===== src/rtl/ffsa_pkg.sv =====
// Package for the first-free slot allocator.
// Field widths, operation and status codes, config register map, shared types.
// No dependencies.
package ffsa_pkg;

    localparam int MODE_W  = 2;
    localparam int SLOT_W  = 8;
    localparam int TAG_W   = 64;
    localparam int STAT_W  = 3;
    localparam int CNT_W   = 7;
    localparam int RAM_W   = TAG_W + 1;
    localparam int PADDR_W = 3;
    localparam int PDATA_W = 32;

    localparam logic [MODE_W-1:0] MODE_ALLOC    = 2'd0;
    localparam logic [MODE_W-1:0] MODE_REL_SLOT = 2'd1;
    localparam logic [MODE_W-1:0] MODE_REL_TAG  = 2'd2;
    localparam logic [MODE_W-1:0] MODE_CLEAR    = 2'd3;

    localparam logic [STAT_W-1:0] ST_OK        = 3'd0;
    localparam logic [STAT_W-1:0] ST_FULL      = 3'd1;
    localparam logic [STAT_W-1:0] ST_RANGE     = 3'd2;
    localparam logic [STAT_W-1:0] ST_FREE      = 3'd3;
    localparam logic [STAT_W-1:0] ST_NOT_FOUND = 3'd4;

    // register index lives in paddr[2]
    localparam logic REG_SLOTS_IN_USE = 1'b0;
    localparam logic [CNT_W-1:0] SLOTS_RESET = 7'd64;

    typedef struct packed {
        logic             wr;  // slots_in_use written this cycle
        logic [CNT_W-1:0] n;   // effective slot count
    } t_cfg_ctl;

endpackage


===== src/rtl/ffsa_cfg.sv =====
// APB register block: holds slots_in_use, derives the effective slot count.
// Depends on ffsa_pkg.
module ffsa_cfg #(
    parameter int MAX_SLOTS = 64
) (
    input  logic                           i_clk,
    input  logic                           i_rst_n,
    input  logic                           psel,
    input  logic                           penable,
    input  logic                           pwrite,
    input  logic [ffsa_pkg::PADDR_W-1:0]   paddr,
    input  logic [ffsa_pkg::PDATA_W-1:0]   pwdata,
    output logic [ffsa_pkg::PDATA_W-1:0]   prdata,
    output logic                           pready,
    output ffsa_pkg::t_cfg_ctl             o_ctl
);
    import ffsa_pkg::*;

    localparam int CAP = (MAX_SLOTS < 127) ? MAX_SLOTS : 127;
    localparam logic [CNT_W-1:0] CAP_N = CNT_W'(CAP);

    logic [CNT_W-1:0] r_siu;
    logic             wr_en;

    assign pready = 1'b1;
    assign wr_en  = psel && penable && pwrite && (paddr[2] == REG_SLOTS_IN_USE);

    always_ff @(posedge i_clk) begin
        if (!i_rst_n) begin
            r_siu <= SLOTS_RESET;
        end else if (wr_en) begin
            r_siu <= pwdata[CNT_W-1:0];
        end
    end

    assign prdata = (paddr[2] == REG_SLOTS_IN_USE) ? PDATA_W'(r_siu) : '0;

    always_comb begin
        o_ctl.wr = wr_en;
        priority if (r_siu == '0) begin
            o_ctl.n = CNT_W'(1);
        end else if (r_siu > CAP_N) begin
            o_ctl.n = CAP_N;
        end else begin
            o_ctl.n = r_siu;
        end
    end

endmodule


===== config.mk =====
export PLATFORM = sky130hd
export DESIGN_NAME = ffsa_cfg
export DESIGN_NICKNAME = d
export VERILOG_FILES = /design/src/rtl/ffsa_pkg.sv /design/src/rtl/ffsa_cfg.sv
export SDC_FILE = /design/constraint.sdc
export NUM_CORES = 1
export LEC_CHECK = 0
export BUFFER_PORTS_ARGS = -buffer_cell sky130_fd_sc_hd__buf_4
export CAP_MARGIN = 20
export CORE_MARGIN = 2
export CORE_UTILIZATION = 31
export DETAILED_ROUTE_END_ITERATION = 16
export PLACE_DENSITY = 0.88
export REMOVE_ABC_BUFFERS = 1
export SYNTH_ARGS = -nofsm -noshare
export SYNTH_HDL_FRONTEND = slang
export SYNTH_SLANG_ARGS = --single-unit

===== constraint.sdc =====
create_clock -name i_clk -period 1.25 [get_ports i_clk]
set_input_delay 0.25 -clock i_clk [delete_from_list [all_inputs] [get_ports i_clk]]
set_output_delay 0.25 -clock i_clk [all_outputs]
set_load 0.01 [all_outputs]

==> impl_results.md, run 1 <==
* GRT busiest layer: met2
* Syn Std Cell Area at between 600 and 700 µm²
* CP arrival at about 1300 ps
* Commonest non-fill, non-tap cell in the layout: buf_4
* Rows at 16
* # setup viols final at 4
* Req. time, crit path at 1000 ps
* Wirelength per Cell at 9.355 µm
* Worst hold path type: input port to flip-flop
* CTS Buf Count at 3
* Core Area at between 0.0015 and 0.002 mm²
* Register area at 147.6 µm²
* MaxCap Viol Count at 0
* Final worst-path cycle share at 1.246
* Slack of the worst reg-to-reg path at 370 ps
* Number of global-route vias before repair at around 430
* Slew Viols, Final at 0
* Top cells by area, synth: buf_4 32%, dfxtp_1 22%, mux2i_1 11%
* GP Congestion at 0.6904
* DRT antenna net count at 0
* Setup crit end kind: primary output
* RR Startpoint: r_siu[1]$_SDFFE_PN0P_
* Largest net degree at the start of global routing at 15
* YS warnings at 0
* Max Freq at 0.6420 GHz
* Pwr dens at 634.5 mW/mm²
* Kind of critical path: flip-flop to primary output
* DRC viols at 0
* Vias at 508
* WHS at 254.8 ps
* Ant. Diodes at 0
* Status: complete, but fails checks
* Yosys reg bits at 7
* Global-route wire length before repair at about 1900 µm
* Cell accounting for the most synthesized area: buf_4
* Die Span Y at about 50 µm
* Minimum clock period at 1558 ps
* Syn-to-layout area delta at 42.43%
* I/O pin total at 81
* Die ar. at 0.002402 mm²
* Mapped Cells at 76
* Setup ws final at -307.6 ps
* Hold wc startpoint: pwdata[0]
* CP max stage delay at 380 ps
* Via density at 3.681
* Slowest CP cell: or3_4
* Clk slew on worst S/H paths at 50 ps
* GRT overflow at 0
* Hold endpoint: r_siu[0]$_SDFFE_PN0P_
* Met2 usage at 0.1895
* Post-synthesis cell type count at 13
* Critical R2R Capture: r_siu[1]$_SDFFE_PN0P_
* Final hold violation count at 0
* Avg Synthesized Cell Area at 8.265 µm²
* Crit start category: flip-flop
* RSZ-0062 raised after global routing: true
* CP max FO at 2
* Top reg by flops: r_siu
* Clock buffer depth at 2
* Final HPWL DP at about 1000 µm
* Insertion delay to the later sink of the worst-skew pair at 250 ps
* CP Cell Sequence: or3_4 > o41ai_2 > buf_4
* Max reg flops at 7
* Post-layout nets at around 150
* Total Wirelength at 1291 µm
* Reg2Reg Depth at 5
* Failing checks: setup timing
* Hold depth at 3
* Fill count at 203
* Met3 Resource Use GR at 0.03374
* Multi-input gate area at 371.6 µm²
* Biggest regs: r_siu x7
* Clock sinks at 7
* Clk_skew at 0 ps
* Register area share after synthesis at 0.2231
* PortBufs at 27
* Leakage power at 0.4565 nW
* Width of the die at 49.01 µm
* CTS tree: built
* Peak VDD IR at about 0.39 mV
* Gr usage total at 0.1006
* Initial Utilization at 0.3235
* Final core utilization at 0.4607
* DRT Pass-1 Iters at 3
* Final Cell Area at 894.6 µm²
* Clock root buffer: clkbuf_4
* Dpl cell area at 778.2 µm²
* Most frequent cells in the layout: 27 x buf_4, 26 x conb_1, 12 x nand2_1
* Synth top area share at 0.3227
* Initial antenna violation count at 0
* H-tree Lvls at 1
* GR Util met1 at 0.1049
* Layout cells sized above 1 at 0.4955
* Iter 0 DRT Violations at 6
-- through the flow --
stage,power (mW),setup TNS [ps],setup WS [ps],cells
2_1_floorplan,0.2991,0,25.08,70
3_3_place_gp,0.3532,-36.41,-36.41,130
3_5_place_dp,0.3563,-49.51,-49.51,130
4_1_cts,0.5716,-373.5,-320.6,135
5_1_grt,0.5986,-657.2,-353.5,138
6_report,0.5677,-449.0,-307.6,138
-- what timing repair did --
item | CTS | global route
setup buffers | 1 | 3
hold buffers | 0 | 0
gates resized for setup | 11 | 7
hold endpoints to repair | 0 | 0
setup endpoints to repair | 7 | 9
-- area by class of cell --
cell class / count / area share
multi-input combinational: 63 / 0.4154
sequential: 7 / 0.1650
clock buffer: 4 / 0.02937
tap: 27 / 0.03776
timing repair buffer: 37 / 0.3524
-- kinds of logic (layout without fill, tap and decap cells) --
group | after synthesis | after routing | share of synthesized area
other cells | 2 | 26 | 0.01196
mux | 7 | 7 | 0.1116
simple gates | 29 | 29 | 0.2749
compound gates | 1 | 1 | 0.02590
buf+inv | 30 | 41 | 0.3526
flops | 7 | 7 | 0.2231
-- synth_stat cells --
cell type,count
nand2b_1,1
mux2i_1,7
dfxtp_1,7
clkbuf_1,2
and2b_2,7
nand2_1,12
o41ai_2,1
nor2b_1,7
and4b_1,1
buf_6,1
or3_1,1
buf_4,27
conb_1,2
-- worst max-delay path, delay by kind of cell (launching register included) --
family	cells	cell delay [ps]
AND/OR/NAND/NOR	1	380
flip-flops	1	310
AO/OA/AOI/OAI	1	200
buffers and inverters	1	170
-- report_power, final --
part / switching [mW] / leakage, nW / total (mW) / internal (mW)
logic: 0.0686 / 0.383 / 0.131 / 0.0623
registers: 0.00447 / 0.0581 / 0.232 / 0.227
clock network: 0.0834 / 0.0150 / 0.205 / 0.122
total: 0.156 / 0.457 / 0.568 / 0.411
-- per-layer routing --
| layer | share of wire | wire length (µm) | up-vias |
|---|---|---|---|
| met5 | 0 | 0 | - |
| met4 | 0 | 0 | 0 |
| met3 | 0.088 | 114 | 0 |
| met2 | 0.53 | 690 | 32 |
| met1 | 0.38 | 487 | 222 |
| li1 | - | - | 254 |
-- worst max path at each step --
stage | start | cells after the start | endpoint | slack (ps)
floorplan | r_siu[1]$_SDFFE_PN0P_ | 2 | o_ctl[0] | 30
global placement | r_siu[1]$_SDFFE_PN0P_ | 3 | o_ctl[0] | -40
detailed placement | r_siu[1]$_SDFFE_PN0P_ | 3 | o_ctl[0] | -50
CTS | r_siu[1]$_SDFFE_PN0P_ | 3 | o_ctl[0] | -320
global route | r_siu[1]$_SDFFE_PN0P_ | 3 | o_ctl[0] | -350
finish | r_siu[1]$_SDFFE_PN0P_ | 3 | o_ctl[0] | -310
(Power assumes the default switching activity.)
==> inputs of run 2 (changes only) <==
--- a/config.mk
+++ b/config.mk
@@ -5,12 +5,12 @@
 export SDC_FILE = /design/constraint.sdc
 export NUM_CORES = 1
 export LEC_CHECK = 0
-export BUFFER_PORTS_ARGS = -buffer_cell sky130_fd_sc_hd__buf_4
 export CAP_MARGIN = 20
 export CORE_MARGIN = 2
-export CORE_UTILIZATION = 31
+export CORE_UTILIZATION = 40
 export DETAILED_ROUTE_END_ITERATION = 16
-export PLACE_DENSITY = 0.88
+export DONT_BUFFER_PORTS = 1
+export PLACE_DENSITY = 0.63
 export REMOVE_ABC_BUFFERS = 1
 export SYNTH_ARGS = -nofsm -noshare
 export SYNTH_HDL_FRONTEND = slang
==> run 2 against run 1 <==
Effect of this change: the run still ends with setup timing left; largest cell class unchanged; sequential power barely moved; critical path type unchanged; clock skew did not move; critical path depth did not move; global-route usage rose by 1.5 points.
==> impl_results.md, run 2 (synthesis results as in run 1) <==
* Status: complete, but fails checks
* Failing checks: setup timing
* Clk_skew at 0 ps
* Overall power at about 0.51 mW
* CP arrival at 1390 ps
* Clock sinks at 7
* GR Util met1 at 0.1018
* Insertion delay to the later sink of the worst-skew pair at 240 ps
* RR Startpoint: r_siu[2]$_SDFFE_PN0P_
* Max Freq at a little over 0.6 GHz
* Most frequent cells in the layout: 26 x conb_1, 12 x nand2_1, 7 x and2b_2, 7 x mux2i_1, 6 x buf_4
* Vias at 406
* Cell count along the critical path at 3
* Critical R2R Capture: r_siu[2]$_SDFFE_PN0P_
* DRT antenna net count at 0
* Crit start category: flip-flop
* Non-Filler Instances at 96
* Final Cell Area at 616.8 µm²
* CP bufs+invs at 1
* DRC viols at 0
* Layout cells sized above 1 at 0.2875
* Clock root buffer: clkbuf_4
* Dpl cell area at 561.8 µm²
* Width of the die at ~44 µm
* CTS tree: built
* GRT busiest layer: met2
* Minimum clock period at 1642 ps
* Delay-heaviest family, CP: simple AND/OR/NAND/NOR gates
* Ant. Diodes at 0
* CP max stage delay at 390 ps
* Slack of the worst reg-to-reg path at 570 ps
* Met2 usage at 0.1971
* Initial antenna violation count at 0
* PortBufs at 0
* Clk slew on worst S/H paths at 50 ps
* GRT overflow at 0
* Clock buffer depth at 2
* Syn-to-layout area delta at -1.793%
* Met3 Resource Use GR at 0.07083
* GP Congestion at 0.6323
* Crit path capture: o_ctl[0]
* CP startpoint: r_siu[3]$_SDFFE_PN0P_
* Via density at approximately 4.2
* I/O pin total at a little over 80
* Post-layout nets at 121
* Worst hold path type: input port to flip-flop
* Commonest non-fill, non-tap cell in the layout: conb_1
* Rows at 14
* Kind of critical path: flip-flop to primary output
* Final worst-path cycle share at 1.313
* Final hold violation count at 0
* Final core utilization at 0.4143
* Initial Utilization at 0.4218
* Total Wirelength at about 1100 µm
* Peak VDD IR at 0.3566 mV
* Iter 0 DRT Violations at 2
* CP Cell Sequence: or3_4 > o41ai_4 > buf_4
* Max reg flops at 7
* Setup TNS at -391.5 ps
* Slowest CP cell: or3_4
* Final HPWL DP at approximately 850 µm
* Setup crit end kind: primary output
* CTS Buf Count at 3
* Die Span Y at approximately 44 µm
* Pwr dens at 825.0 mW/mm²
* WHS at 142.6 ps
* Biggest regs: r_siu x7
* Req. time, crit path at 1000 ps
* Top reg by flops: r_siu
* Pre-CTS WS at -78.05 ps
* CP max FO at 2
* Slew Viols, Final at 0
* Wirelength per Cell at 11.05 µm
* Reg2Reg Depth at 3
* # setup viols final at 1
* Die ar. at between 0.0015 and 0.002 mm²
* Number of global-route vias before repair at about 360
* RSZ-0062 raised after global routing: true
* DRT Pass-1 Iters at 2
* Setup ws final at -391.5 ps
* H-tree Lvls at 1
* Leakage power at approximately 0.29 nW
* Core Area at 0.001489 mm²
* Gr usage total at 0.1159
* Dpl cells at 92
* Global-route wire length before repair at 1531 µm
* Largest net degree at the start of global routing at 15
* MaxCap Viol Count at 0
-- run 2: cell count changes in the layout (fill, tap and decap cells not counted) --
cell / delta
nor2b_2: +2
nor2b_1: -1
nor2b_4: -1
buf_6: -10
dfxtp_1: +2
dfxtp_2: -2
o41ai_4: +1
o41ai_2: -1
buf_4: -21
-- run 2: power breakdown --
part           internal, mW  switching [mW]
Clock                 0.121          0.0779
Sequential            0.227         0.00497
Combinational        0.0249          0.0526
Total                 0.373           0.135
-- run 2: cell type report --
cell class	count	area, µm²
fill	153	872.1
multi-input combinational	63	380.4
sequential	7	145.1
timing repair buffer	6	45.04
clock buffer	4	26.28
tap	16	20.02
-- run 2: routing by layer --
layer  routed length, µm  up-vias
met4                   0        0
met5                   0        -
met1                 347      180
li1                    -      192
met3                 165        0
met2                 549       34
-- run 2: what timing repair did --
item / CTS / global route
setup buffers: 0 / 0
resized for setup: 3 / 5
setup endpoints to repair: 5 / 3
pin swaps: 0 / 2
hold buffers: 0 / 0
-- run 2: worst min path at each step --
stage / startpoint / end / slack, ps / cells past startpoint
floorplan: pwdata[0] / r_siu[0]$_SDFFE_PN0P_ / 390 / 2
global placement: pwdata[4] / r_siu[4]$_SDFFE_PN0P_ / 400 / 2
detailed placement: pwdata[0] / r_siu[0]$_SDFFE_PN0P_ / 400 / 2
CTS: pwdata[4] / r_siu[4]$_SDFFE_PN0P_ / 140 / 2
global route: pwdata[3] / r_siu[3]$_SDFFE_PN0P_ / 140 / 2
finish: pwdata[1] / r_siu[1]$_SDFFE_PN0P_ / 140 / 2
-- run 2: worst register-to-register path, stage by stage, from the launching register on --
cell and delay, ps:
dfxtp_1 320, buf_4 120, nand2_1 50, mux2i_1 120
==> inputs of run 3 (changes only) <==
==> constraint.sdc (replaced) <==
create_clock -name i_clk -period 1.25 [get_ports i_clk]
set_input_delay 0.1875 -clock i_clk [delete_from_list [all_inputs] [get_ports i_clk]]
set_output_delay 0.1875 -clock i_clk [all_outputs]
set_load 0.01 [all_outputs]
==> run 3 against run 2 <==
Effect of this change: the flow still finishes with violations (setup timing); utilization down 0.59 points; critical path depth unchanged; via count down 1.2%; worst hold slack worse by 68 ps; count of clock-buffer cells in the layout unchanged; total power up 0.77%; first-iteration DRC count down 50%; global-route usage up 0.77 points.
==> impl_results.md, run 3 (synthesis results as in run 1) <==
* MaxCap Viol Count at 0
* Rows at 14
* RR Startpoint: r_siu[5]$_SDFFE_PN0P_
* # setup viols final at 1
* Slew Viols, Final at 0
* Die ar. at 0.001903 mm²
* Number of global-route vias before repair at 369
* Fill count at between 150 and 200
* Biggest regs: r_siu x7
* Clock sinks at 7
* Clk_skew at 0 ps
* GP Congestion at 0.6338
* Syn-to-layout area delta at -3.187%
* Vias at 401
* Post-layout nets at 121
* Status: complete, but fails checks
* Hold-fix buffers at CTS at 0
* Initial Utilization at 0.4218
* Critical R2R Capture: r_siu[5]$_SDFFE_PN0P_
* Failing checks: setup timing
* Slack of the worst reg-to-reg path at 570 ps
* Layout cells sized above 1 at 0.2625
* Initial antenna violation count at 0
* CP startpoint: r_siu[3]$_SDFFE_PN0P_
* CTS tree: built
* Final HPWL DP at about 830 µm
* DRC viols at 0
* CP arrival at 1320 ps
* Leakage power at 0.2891 nW
* Minimum clock period at 1508 ps
* Via density at between 4 and 5
* CP Cell Sequence: or3_4 > o41ai_4 > buf_4
* Overall power at 0.5128 mW
* Pre-CTS WS at -14.22 ps
* DRT Pass-1 Iters at 2
* Kind of critical path: flip-flop to primary output
* Pwr dens at 843.3 mW/mm²
* Reg2Reg Depth at 2
* Req. time, crit path at around 1100 ps
* CP max FO at 2
* RSZ-0062 raised after global routing: true
* Commonest non-fill, non-tap cell in the layout: conb_1
* Max reg flops at 7
* Worst hold path type: input port to flip-flop
* Total Wirelength at roughly 1100 µm
* Most frequent cells in the layout: 26 x conb_1, 12 x nand2_1, 7 x and2b_2, 7 x nor2b_1, 7 x mux2i_1
* Gr usage total at 0.1236
* Width of the die at between 40 and 50 µm
* Crit path capture: o_ctl[0]
* Clock root buffer: clkbuf_4
* Crit start category: flip-flop
* CP max stage delay at 390 ps
* Final worst-path cycle share at 1.206
* Iter 0 DRT Violations at 1
* GRT overflow at 0
* Insertion delay to the later sink of the worst-skew pair at 250 ps
* DRT antenna net count at 0
* CTS Buf Count at 3
* Setup crit end kind: primary output
* Die Span Y at 43.63 µm
* Clock buffer depth at 2
* H-tree Lvls at 1
* Final hold violation count at 0
* Global-route wire length before repair at 1628 µm
* Ant. Diodes at 0
* Clk slew on worst S/H paths at 50 ps
* I/O pin total at 81
* Top reg by flops: r_siu
* PortBufs at 0
* Slowest CP cell: or3_4
* Peak VDD IR at 0.2283 mV
* Wirelength per Cell at 11.26 µm
* Core Area at roughly 0.0015 mm²
* Largest net degree at the start of global routing at 15
* Setup ws final at -258.1 ps
* Max Freq at 0.6631 GHz
## run 3: cell counts in the layout (fill, tap and decap cells not counted)
No cell type changed its count.
## run 3: timing repair
| item | CTS | global route |
|---|---|---|
| resized for setup | 2 | 3 |
| endpoints found under the setup margin | 2 | 1 |
| pin swaps | 0 | 1 |
| setup buffers | 0 | 0 |
## run 3: area by class of cell
type,instances,area [µm²],share of cell area
Timing Repair Buffer,6,45.04,0.07407
Sequential cell,7,143.9,0.2366
Multi-Input combinational cell,63,372.9,0.6132
Clock buffer,4,26.28,0.04321
Tap cell,16,20.02,0.03292
## run 3: layer usage
| metal | vias up | global-route usage | part of all wire |
|---|---|---|---|
| met5 | - | 0 | 0 |
| met2 | 34 | 0.2059 | 0.50 |
| li1 | 193 | - | - |
| met3 | 0 | 0.06667 | 0.14 |
| met1 | 174 | 0.1120 | 0.36 |
| met4 | 0 | 0.09091 | 0 |
## run 3: worst max-delay path, delay by kind of cell, from the launching register on
family	cells	cell delay, ps
and+or+nand+nor	1	390
buffers and inverters	1	170
DFF	1	320
AOI/OAI and AO/OA	1	200
## run 3: power by group
group          internal, mW  switching, mW
logic                0.0246         0.0523
clock network         0.122         0.0801
registers             0.229        0.00535
## run 3: stage by stage
stage          utilization  cells  hold WS, ps  instance area [µm²]  TNS, ps
5_1_grt             0.4084     96        78.66                608.1   -288.3
4_1_cts             0.3992     96        67.74                594.3   -282.5
6_report            0.4084     96        74.84                608.1   -258.1
2_1_floorplan            -     70        329.6                496.7        0
3_3_place_gp        0.3773     92        334.3                561.8   -14.50
3_5_place_dp        0.3773     92        339.1                561.8   -14.22
## run 3: how the worst min path moves through the flow
stage,slack (ps),to,from,depth (start not counted)
2_1_floorplan,330,r_siu[0]$_SDFFE_PN0P_,pwdata[0],2
3_3_place_gp,330,r_siu[4]$_SDFFE_PN0P_,pwdata[4],2
3_5_place_dp,340,r_siu[3]$_SDFFE_PN0P_,pwdata[3],2
4_1_cts,70,r_siu[3]$_SDFFE_PN0P_,pwdata[3],2
5_1_grt,80,r_siu[2]$_SDFFE_PN0P_,pwdata[2],2
6_report,70,r_siu[3]$_SDFFE_PN0P_,pwdata[3],2
