### src/rtl/ffsa_pkg.sv
// Package for the first-free slot allocator.
// Field widths, operation and status codes, config register map, shared types.
// No dependencies.
package ffsa_pkg;

    localparam int MODE_W  = 2;
    localparam int SLOT_W  = 8;
    localparam int TAG_W   = 64;
    localparam int STAT_W  = 3;
    localparam int CNT_W   = 7;
    localparam int RAM_W   = TAG_W + 1;
    localparam int PADDR_W = 3;
    localparam int PDATA_W = 32;

    localparam logic [MODE_W-1:0] MODE_ALLOC    = 2'd0;
    localparam logic [MODE_W-1:0] MODE_REL_SLOT = 2'd1;
    localparam logic [MODE_W-1:0] MODE_REL_TAG  = 2'd2;
    localparam logic [MODE_W-1:0] MODE_CLEAR    = 2'd3;

    localparam logic [STAT_W-1:0] ST_OK        = 3'd0;
    localparam logic [STAT_W-1:0] ST_FULL      = 3'd1;
    localparam logic [STAT_W-1:0] ST_RANGE     = 3'd2;
    localparam logic [STAT_W-1:0] ST_FREE      = 3'd3;
    localparam logic [STAT_W-1:0] ST_NOT_FOUND = 3'd4;

    // register index lives in paddr[2]
    localparam logic REG_SLOTS_IN_USE = 1'b0;
    localparam logic [CNT_W-1:0] SLOTS_RESET = 7'd64;

    typedef struct packed {
        logic             wr;  // slots_in_use written this cycle
        logic [CNT_W-1:0] n;   // effective slot count
    } t_cfg_ctl;

endpackage

### src/rtl/ffsa_if.sv
// Request and response channel interfaces of the slot allocator.
// Depends on ffsa_pkg.
interface ffsa_req_if;
    import ffsa_pkg::*;
    logic              valid;
    logic              ready;
    logic [MODE_W-1:0] mode;
    logic [SLOT_W-1:0] slot_number;
    logic [TAG_W-1:0]  owner_tag;
    modport source (output valid, mode, slot_number, owner_tag, input ready);
    modport sink   (input valid, mode, slot_number, owner_tag, output ready);
endinterface

interface ffsa_rsp_if;
    import ffsa_pkg::*;
    logic              valid;
    logic              ready;
    logic [STAT_W-1:0] status;
    logic [CNT_W-1:0]  slot_result;
    logic [TAG_W-1:0]  released_tag;
    logic [CNT_W-1:0]  free_slots;
    modport source (output valid, status, slot_result, released_tag, free_slots,
                    input ready);
    modport sink   (input valid, status, slot_result, released_tag, free_slots,
                    output ready);
endinterface

### src/rtl/ffsa_seq.sv
// Sequencer: scans the slot RAM one entry a cycle through a shared compare,
// handles release by slot, clearing sweeps and the response register.
// Depends on ffsa_pkg, ffsa_if.
module ffsa_seq #(
    parameter int MAX_SLOTS = 64,
    localparam int AW       = (MAX_SLOTS > 1) ? $clog2(MAX_SLOTS) : 1
) (
    input  logic                         i_clk,
    input  logic                         i_rst_n,
    input  ffsa_pkg::t_cfg_ctl           i_ctl,
    ffsa_req_if.sink                     i_req,
    ffsa_rsp_if.source                   o_rsp,
    output logic                         o_ram_we,
    output logic [AW-1:0]                o_ram_waddr,
    output logic [ffsa_pkg::RAM_W-1:0]   o_ram_wdata,
    output logic                         o_ram_re,
    output logic [AW-1:0]                o_ram_raddr,
    input  logic [ffsa_pkg::RAM_W-1:0]   i_ram_rdata
);
    import ffsa_pkg::*;

    typedef enum logic [5:0] {
        S_IDLE = 6'b000001,
        S_REL  = 6'b000010,
        S_RCHK = 6'b000100,
        S_SCAN = 6'b001000,
        S_CLR  = 6'b010000,
        S_PUSH = 6'b100000
    } t_state;

    t_state r_state, n_state;
    logic [MODE_W-1:0] r_mode, n_mode;
    logic [SLOT_W-1:0] r_slot, n_slot;
    logic [TAG_W-1:0]  r_tag, n_tag;
    logic [CNT_W-1:0]  r_free, n_free;
    logic [CNT_W-1:0]  r_idx, n_idx;
    logic              r_chk_vld, n_chk_vld;
    logic [CNT_W-1:0]  r_chk_idx, n_chk_idx;
    logic              r_report, n_report;
    logic [STAT_W-1:0] r_res_stat, n_res_stat;
    logic [CNT_W-1:0]  r_res_slot, n_res_slot;
    logic [TAG_W-1:0]  r_res_tag, n_res_tag;
    logic [CNT_W-1:0]  r_res_free, n_res_free;
    logic              r_ovalid, n_ovalid;
    logic [STAT_W-1:0] r_ostat, n_ostat;
    logic [CNT_W-1:0]  r_oslot, n_oslot;
    logic [TAG_W-1:0]  r_otag, n_otag;
    logic [CNT_W-1:0]  r_ofree, n_ofree;

    logic             rd_taken;
    logic [TAG_W-1:0] rd_owner;
    logic             hit;
    logic             last;
    logic [CNT_W-1:0] n_m1;
    logic [SLOT_W-1:0] slot_m1;

    assign rd_taken = i_ram_rdata[TAG_W];
    assign rd_owner = i_ram_rdata[TAG_W-1:0];
    assign n_m1     = i_ctl.n - CNT_W'(1);
    assign slot_m1  = r_slot - SLOT_W'(1);
    assign last     = (r_chk_idx == n_m1);
    // shared compare: free entry for allocate, owned and matching for tag release
    assign hit = (r_mode == MODE_ALLOC) ? !rd_taken : (rd_taken && (rd_owner == r_tag));

    assign i_req.ready        = (r_state == S_IDLE) && !i_ctl.wr;
    assign o_rsp.valid        = r_ovalid;
    assign o_rsp.status       = r_ostat;
    assign o_rsp.slot_result  = r_oslot;
    assign o_rsp.released_tag = r_otag;
    assign o_rsp.free_slots   = r_ofree;

    always_comb begin
        n_state    = r_state;
        n_mode     = r_mode;
        n_slot     = r_slot;
        n_tag      = r_tag;
        n_free     = r_free;
        n_idx      = r_idx;
        n_chk_vld  = r_chk_vld;
        n_chk_idx  = r_chk_idx;
        n_report   = r_report;
        n_res_stat = r_res_stat;
        n_res_slot = r_res_slot;
        n_res_tag  = r_res_tag;
        n_res_free = r_res_free;
        n_ovalid   = r_ovalid && !o_rsp.ready;
        n_ostat    = r_ostat;
        n_oslot    = r_oslot;
        n_otag     = r_otag;
        n_ofree    = r_ofree;
        o_ram_we    = 1'b0;
        o_ram_waddr = AW'(r_chk_idx);
        o_ram_wdata = '0;
        o_ram_re    = 1'b0;
        o_ram_raddr = AW'(r_idx);

        if (i_ctl.wr) begin
            n_state  = S_CLR;
            n_idx    = '0;
            n_report = 1'b0;
        end else begin
            unique case (r_state)
                S_IDLE: begin
                    if (i_req.valid) begin
                        n_mode     = i_req.mode;
                        n_slot     = i_req.slot_number;
                        n_tag      = i_req.owner_tag;
                        n_idx      = '0;
                        n_chk_vld  = 1'b0;
                        n_res_stat = ST_OK;
                        n_res_slot = '0;
                        n_res_tag  = '0;
                        n_res_free = r_free;
                        unique case (i_req.mode)
                            MODE_ALLOC: begin
                                if (r_free == '0) begin
                                    n_res_stat = ST_FULL;
                                    n_state    = S_PUSH;
                                end else begin
                                    n_state = S_SCAN;
                                end
                            end
                            MODE_REL_SLOT: n_state = S_REL;
                            MODE_REL_TAG:  n_state = S_SCAN;
                            MODE_CLEAR: begin
                                n_state  = S_CLR;
                                n_report = 1'b1;
                            end
                            default: n_state = S_IDLE;
                        endcase
                    end
                end
                S_REL: begin
                    if ((r_slot == '0) || (r_slot > {1'b0, i_ctl.n})) begin
                        n_res_stat = ST_RANGE;
                        n_state    = S_PUSH;
                    end else begin
                        o_ram_re    = 1'b1;
                        o_ram_raddr = AW'(slot_m1);
                        n_state     = S_RCHK;
                    end
                end
                S_RCHK: begin
                    if (!rd_taken) begin
                        n_res_stat = ST_FREE;
                    end else begin
                        o_ram_we    = 1'b1;
                        o_ram_waddr = AW'(slot_m1);
                        n_free      = r_free + CNT_W'(1);
                        n_res_slot  = CNT_W'(r_slot);
                        n_res_tag   = rd_owner;
                        n_res_free  = r_free + CNT_W'(1);
                    end
                    n_state = S_PUSH;
                end
                S_SCAN: begin
                    n_chk_vld = (r_idx < i_ctl.n);
                    n_chk_idx = r_idx;
                    if (r_idx < i_ctl.n) begin
                        o_ram_re = 1'b1;
                        n_idx    = r_idx + CNT_W'(1);
                    end
                    if (r_chk_vld) begin
                        if (hit) begin
                            o_ram_we   = 1'b1;
                            n_res_slot = r_chk_idx + CNT_W'(1);
                            n_state    = S_PUSH;
                            if (r_mode == MODE_ALLOC) begin
                                o_ram_wdata = {1'b1, r_tag};
                                n_free      = r_free - CNT_W'(1);
                                n_res_free  = r_free - CNT_W'(1);
                            end else begin
                                n_free     = r_free + CNT_W'(1);
                                n_res_free = r_free + CNT_W'(1);
                                n_res_tag  = r_tag;
                            end
                        end else if (last) begin
                            n_res_stat = (r_mode == MODE_ALLOC) ? ST_FULL : ST_NOT_FOUND;
                            n_state    = S_PUSH;
                        end
                    end
                end
                S_CLR: begin
                    o_ram_we    = 1'b1;
                    o_ram_waddr = AW'(r_idx);
                    n_idx       = r_idx + CNT_W'(1);
                    if (r_idx == n_m1) begin
                        n_free     = i_ctl.n;
                        n_res_stat = ST_OK;
                        n_res_slot = '0;
                        n_res_tag  = '0;
                        n_res_free = i_ctl.n;
                        n_state    = r_report ? S_PUSH : S_IDLE;
                    end
                end
                S_PUSH: begin
                    if (!r_ovalid || o_rsp.ready) begin
                        n_ovalid = 1'b1;
                        n_ostat  = r_res_stat;
                        n_oslot  = r_res_slot;
                        n_otag   = r_res_tag;
                        n_ofree  = r_res_free;
                        n_state  = S_IDLE;
                    end
                end
                default: n_state = S_IDLE;
            endcase
        end
    end

    always_ff @(posedge i_clk) begin
        if (!i_rst_n) begin
            r_state   <= S_CLR;
            r_idx     <= '0;
            r_report  <= 1'b0;
            r_chk_vld <= 1'b0;
            r_free    <= '0;
            r_ovalid  <= 1'b0;
        end else begin
            r_state   <= n_state;
            r_idx     <= n_idx;
            r_report  <= n_report;
            r_chk_vld <= n_chk_vld;
            r_free    <= n_free;
            r_ovalid  <= n_ovalid;
        end
    end

    always_ff @(posedge i_clk) begin
        r_mode     <= n_mode;
        r_slot     <= n_slot;
        r_tag      <= n_tag;
        r_chk_idx  <= n_chk_idx;
        r_res_stat <= n_res_stat;
        r_res_slot <= n_res_slot;
        r_res_tag  <= n_res_tag;
        r_res_free <= n_res_free;
        r_ostat    <= n_ostat;
        r_oslot    <= n_oslot;
        r_otag     <= n_otag;
        r_ofree    <= n_ofree;
    end

    a_free_le_n: assert property (@(posedge i_clk) disable iff (!i_rst_n)
        (r_state == S_IDLE) |-> (r_free <= i_ctl.n))
        else $error("free count above slot count");

    a_we_state: assert property (@(posedge i_clk) disable iff (!i_rst_n)
        o_ram_we |-> ((r_state == S_SCAN) || (r_state == S_RCHK) || (r_state == S_CLR)))
        else $error("slot RAM written outside a write state");

    a_alloc_finds: assert property (@(posedge i_clk) disable iff (!i_rst_n)
        !((r_state == S_SCAN) && r_chk_vld && !hit && last && (r_mode == MODE_ALLOC)
          && !i_ctl.wr))
        else $error("allocate scan ran out with free slots counted");

    a_busy_after_req: assert property (@(posedge i_clk) disable iff (!i_rst_n)
        (i_req.valid && i_req.ready) |=> (r_state != S_IDLE))
        else $error("request accepted but sequencer stayed idle");

endmodule

### src/flat_wrapper.sv
// flat-port wrapper written by rule: the top's interface ports become plain ports
module ffsa_seq_flat import ffsa_pkg::*;
#(
    parameter int MAX_SLOTS = 64,
    localparam int AW       = (MAX_SLOTS > 1) ? $clog2(MAX_SLOTS) : 1
)
  (i_clk, i_rst_n, i_ctl, o_ram_we, o_ram_waddr, o_ram_wdata, o_ram_re, o_ram_raddr, i_ram_rdata, i_req_valid, i_req_mode, i_req_slot_number, i_req_owner_tag, i_req_ready, o_rsp_valid, o_rsp_status, o_rsp_slot_result, o_rsp_released_tag, o_rsp_free_slots, o_rsp_ready);
  ffsa_req_if i_req_i ();
  ffsa_rsp_if o_rsp_i ();
  input  logic i_clk;
  input  logic i_rst_n;
  input  ffsa_pkg::t_cfg_ctl i_ctl;
  output logic o_ram_we;
  output logic [AW-1:0] o_ram_waddr;
  output logic [ffsa_pkg::RAM_W-1:0] o_ram_wdata;
  output logic o_ram_re;
  output logic [AW-1:0] o_ram_raddr;
  input  logic [ffsa_pkg::RAM_W-1:0] i_ram_rdata;
  input wire logic [$bits(i_req_i.valid)-1:0] i_req_valid;
  input wire logic [$bits(i_req_i.mode)-1:0] i_req_mode;
  input wire logic [$bits(i_req_i.slot_number)-1:0] i_req_slot_number;
  input wire logic [$bits(i_req_i.owner_tag)-1:0] i_req_owner_tag;
  output wire logic [$bits(i_req_i.ready)-1:0] i_req_ready;
  output wire logic [$bits(o_rsp_i.valid)-1:0] o_rsp_valid;
  output wire logic [$bits(o_rsp_i.status)-1:0] o_rsp_status;
  output wire logic [$bits(o_rsp_i.slot_result)-1:0] o_rsp_slot_result;
  output wire logic [$bits(o_rsp_i.released_tag)-1:0] o_rsp_released_tag;
  output wire logic [$bits(o_rsp_i.free_slots)-1:0] o_rsp_free_slots;
  input wire logic [$bits(o_rsp_i.ready)-1:0] o_rsp_ready;
  assign i_req_i.valid = i_req_valid;
  assign i_req_i.mode = i_req_mode;
  assign i_req_i.slot_number = i_req_slot_number;
  assign i_req_i.owner_tag = i_req_owner_tag;
  assign i_req_ready = i_req_i.ready;
  assign o_rsp_valid = o_rsp_i.valid;
  assign o_rsp_status = o_rsp_i.status;
  assign o_rsp_slot_result = o_rsp_i.slot_result;
  assign o_rsp_released_tag = o_rsp_i.released_tag;
  assign o_rsp_free_slots = o_rsp_i.free_slots;
  assign o_rsp_i.ready = o_rsp_ready;
  ffsa_seq #(.MAX_SLOTS(MAX_SLOTS)) u_core (.i_clk(i_clk), .i_rst_n(i_rst_n), .i_ctl(i_ctl), .i_req(i_req_i), .o_rsp(o_rsp_i), .o_ram_we(o_ram_we), .o_ram_waddr(o_ram_waddr), .o_ram_wdata(o_ram_wdata), .o_ram_re(o_ram_re), .o_ram_raddr(o_ram_raddr), .i_ram_rdata(i_ram_rdata));
endmodule
### config.mk
export PLATFORM = sky130hd
export DESIGN_NAME = ffsa_seq_flat
export DESIGN_NICKNAME = d
export VERILOG_FILES = /design/src/rtl/ffsa_pkg.sv /design/src/rtl/ffsa_if.sv /design/src/rtl/ffsa_seq.sv /design/src/flat_wrapper.sv
export SDC_FILE = /design/constraint.sdc
export NUM_CORES = 1
export LEC_CHECK = 0
export ABC_AREA = 1
export BUFFER_PORTS_ARGS = -buffer_cell sky130_fd_sc_hd__buf_4
export CORE_MARGIN = 1
export CORE_UTILIZATION = 25
export CTS_CLUSTER_DIAMETER = 50
export DETAILED_ROUTE_END_ITERATION = 10
export SLEW_MARGIN = 20
export SYNTH_ARGS = -nofsm -noshare
export SYNTH_HDL_FRONTEND = slang
export SYNTH_SLANG_ARGS = --single-unit
### constraint.sdc
create_clock -name i_clk -period 8.2 [get_ports i_clk]
set_clock_uncertainty 0.05 [all_clocks]
set_input_delay 0.82 -clock i_clk [delete_from_list [all_inputs] [get_ports i_clk]]
set_output_delay 0.82 -clock i_clk [all_outputs]
set_load 0.02 [all_outputs]
==> results.json <==
{
  "status": "finished, final reports clean",
  "grt_pass1_wl_mm": 60.6,
  "crit_arrival_ps": 3420,
  "postCtsResizedCells": 0,
  "die-area_um2": 50800,
  "hold_viol": 0,
  "synth_compound_area_share_pct": 7.61,
  "max_slew.worst_pin.slew_ps": 1030,
  "grt_usage_pct": 16.1,
  "path_class": "register to output port",
  "hp-class": "register to register",
  "post_cts_buffers": 0,
  "layout.nets": 1762,
  "synth.avg_cell_area_um2": 9.95,
  "gp_congestion": 0.914,
  "cts_root_buf": "clkbuf_16",
  "layout-drive-gt1-share_pct": 28.1,
  "cts_sinks": 266,
  "core_um2": 49100,
  "fmax_mhz": 233,
  "grt_setup_unrepaired": "false",
  "synth_nets": 1427,
  "synth_largest_area_cell": "edfxtp_1",
  "ys_top_cells_by_area": "edfxtp_1 58%, nand2_1 7.9%, nor2_1 5.3%",
  "drtPass1Iterations": 7,
  "yosysWarnings": 0,
  "num_rows": 81,
  "antenna_found_initial": 1,
  "diodes": 0,
  "rrSetupSlack_ps": 4660,
  "synth_top_area_share_pct": 58.5,
  "finalSetupViolCount": 0,
  "numCtsBuffers": 41,
  "start_kind": "register",
  "ant_nets": 0,
  "fin_setup_tns_ps": 0,
  "place_area_um2": 15600,
  "async_reset_ff_share_pct": 0,
  "comb_power_share_pct": 6.8,
  "drc_errors": 0,
  "port_buffers": 312,
  "finish.utilization_pct": 34.5,
  "pwr-share-clk_pct": 49.3,
  "vias": 10300,
  "power_frac_seq_pct": 43.9,
  "wire_per_inst_um": 18.3,
  "clk_pin_slew_worst_paths_ps": 60,
  "yosys.area_share.xor_xnor_pct": 2.25,
  "cts.path.max_buffers": 3,
  "grt_pass1_vias": 10100,
  "cp-end-kind": "output port",
  "power_w": 0.00345,
  "overflow": 0,
  "cp_cell_sequence": "inv_2 -> nand2_1 -> nand2_1 -> nor2_1 -> nand2_1 -> nor2_1 -> nand2_1 -> nor2_1 -> nand3_2 -> nand2_2 -> nand4_1 -> buf_4 -> nor2_1 -> buf_4",
  "synth.distinct_cells": 43,
  "areaGrowthSynthToFinish_pct": 35.8,
  "worst_slack_ps": 3910,
  "synth_edf_count": 243,
  "slew_headroom_pct": 31.1,
  "cts_tree": "built",
  "insertion_delay_ps": 560,
  "ir_drop_v": 0.000122,
  "muxShareOfSynthArea_pct": 0,
  "drv_slew": 0,
  "ios": 313,
  "p_int_w": 0.00261,
  "switching_share_pct": 24.4,
  "synthCells": 1254,
  "final_cell_mix": "322 x buf_4, 261 x nand2_1, 243 x edfxtp_1",
  "synth_adder_area_share_pct": 2.21,
  "worstHoldPathCells": 0,
  "leakagePower_nw": 7.09,
  "synth_flop_cell": "edfxtp_1",
  "path_max_fanout": 34,
  "slowest_delay_ps": 390,
  "wl_mm": 41.8,
  "synth_simple_gate_area_share_pct": 18.9,
  "power_switching_w": 0.000843,
  "cts_htree_levels": 2,
  "dp_hpwl_mm": 30.9,
  "viasPerCell": 4.49,
  "ys_seq_area_share_pct": 62.2,
  "stdcell_area_um2": 16900,
  "cp.required_ps": 7330,
  "synth_seq_cells": 266,
  "dieHeight_um": 225,
  "die_w_um": 225,
  "grt_max_degree": 68,
  "drt_iter0_drc": 809,
  "post-route-min-period_ps": 4290,
  "synth_top_family_by_area": "simple AND/OR/NAND/NOR gates",
  "start_util_pct": 25.4,
  "cap_violations": 0,
  "synth_area_um2": 12500,
  "layout_commonest_cell": "buf_4",
  "p_per_area_nw_per_um2": 204,
  "reg2reg_depth": 13,
  "cts_hold_buf": 0,
  "place_ws_ps": 3930,
  "crit_slowest_cell": "edfxtp_1",
  "finalCritPeriodShare_pct": 52.3
}
## routing by layer
| layer | wire length (um) | GRT usage [%] | part of all wire, % |
|---|---|---|---|
| met5 | 13 | 0 | 0.031 |
| met3 | 3470 | 3.98 | 8.3 |
| met1 | 17600 | 20.2 | 42 |
| met4 | 1520 | 7.00 | 3.6 |
| met2 | 19200 | 26.3 | 46 |
## stage by stage
stage / hold WS (ps) / std cells
floorplan: 350 / 1254
global placement: 351 / 2210
global route: 355 / 2285
CTS: 347 / 2285
detailed placement: 355 / 2210
finish: 359 / 2285
## cell type report
| cell class | count | area, um^2 |
|---|---|---|
| multi-input cells | 772 | 3910 |
| inverters | 186 | 698 |
| clock buffers | 48 | 1050 |
| repair buffers | 322 | 2420 |
| flip-flops and latches | 266 | 7760 |
| fillers | 4989 | 32100 |
| well taps | 664 | 831 |
| clock inverters | 27 | 280 |
## state kept, by name (all words and copies together) (netlist names), 6 cells and up
name / count
u_core.o_rsp.free_slots: 7
u_core.o_rsp.released_tag: 64
u_core.o_rsp.slot_result: 7
u_core.r_chk_idx: 7
u_core.r_free: 7
u_core.r_idx: 7
u_core.r_res_free: 7
u_core.r_res_slot: 7
u_core.r_res_tag: 64
u_core.r_slot: 8
u_core.r_state: 6
u_core.r_tag: 64
## cells in the mapped netlist, types with 14 or more instances
library cell	number
clkbuf_1	14
inv_1	148
o22ai_1	54
dfxtp_1	23
nor2_1	177
o21ai_0	64
xor2_1	22
nand4_1	16
edfxtp_1	243
a21oi_1	33
nand2_1	261
inv_2	37
ha_1	22
nand3_1	53
## critical path: cells and delay by family, from the launching register on
| family | cells | cell delay [ps] |
|---|---|---|
| AND/OR/NAND/NOR | 11 | 1850 |
| buffers and inverters | 3 | 590 |
| flip-flops | 1 | 390 |
## power groups by stage
stage / registers (W) / logic, W / clock network (W)
3_3_place_gp: 0.00154 / 0.000233 / 0
2_1_floorplan: 0.00154 / 0.000119 / 0
4_1_cts: 0.00152 / 0.000235 / 0.00174
3_5_place_dp: 0.00154 / 0.000234 / 0
5_1_grt: 0.00152 / 0.000260 / 0.00180
6_report: 0.00152 / 0.000236 / 0.00170
## final timing paths
path / from / end
min reg2reg: u_core.r_res_tag[14]$_DFFE_PP_ / u_core.o_rsp.released_tag[14]$_DFFE_PP_
max reg2reg: u_core.r_tag[45]$_DFFE_PP_ / u_core.r_res_tag[14]$_DFFE_PP_
max: u_core.r_tag[45]$_DFFE_PP_ / o_ram_wdata[56]
min: u_core.r_res_tag[14]$_DFFE_PP_ / u_core.o_rsp.released_tag[14]$_DFFE_PP_
## kinds of logic (layout without fill, tap and decap cells)
kind of cell	after synthesis	count (layout)
buffers and inverters	216	583
and+or+nand+nor	549	549
DFF	266	266
xor gates and xnor gates	32	32
AOI/OAI and AO/OA	169	169
adders and majority gates	22	22
Power figures use the tool's default switching activity.
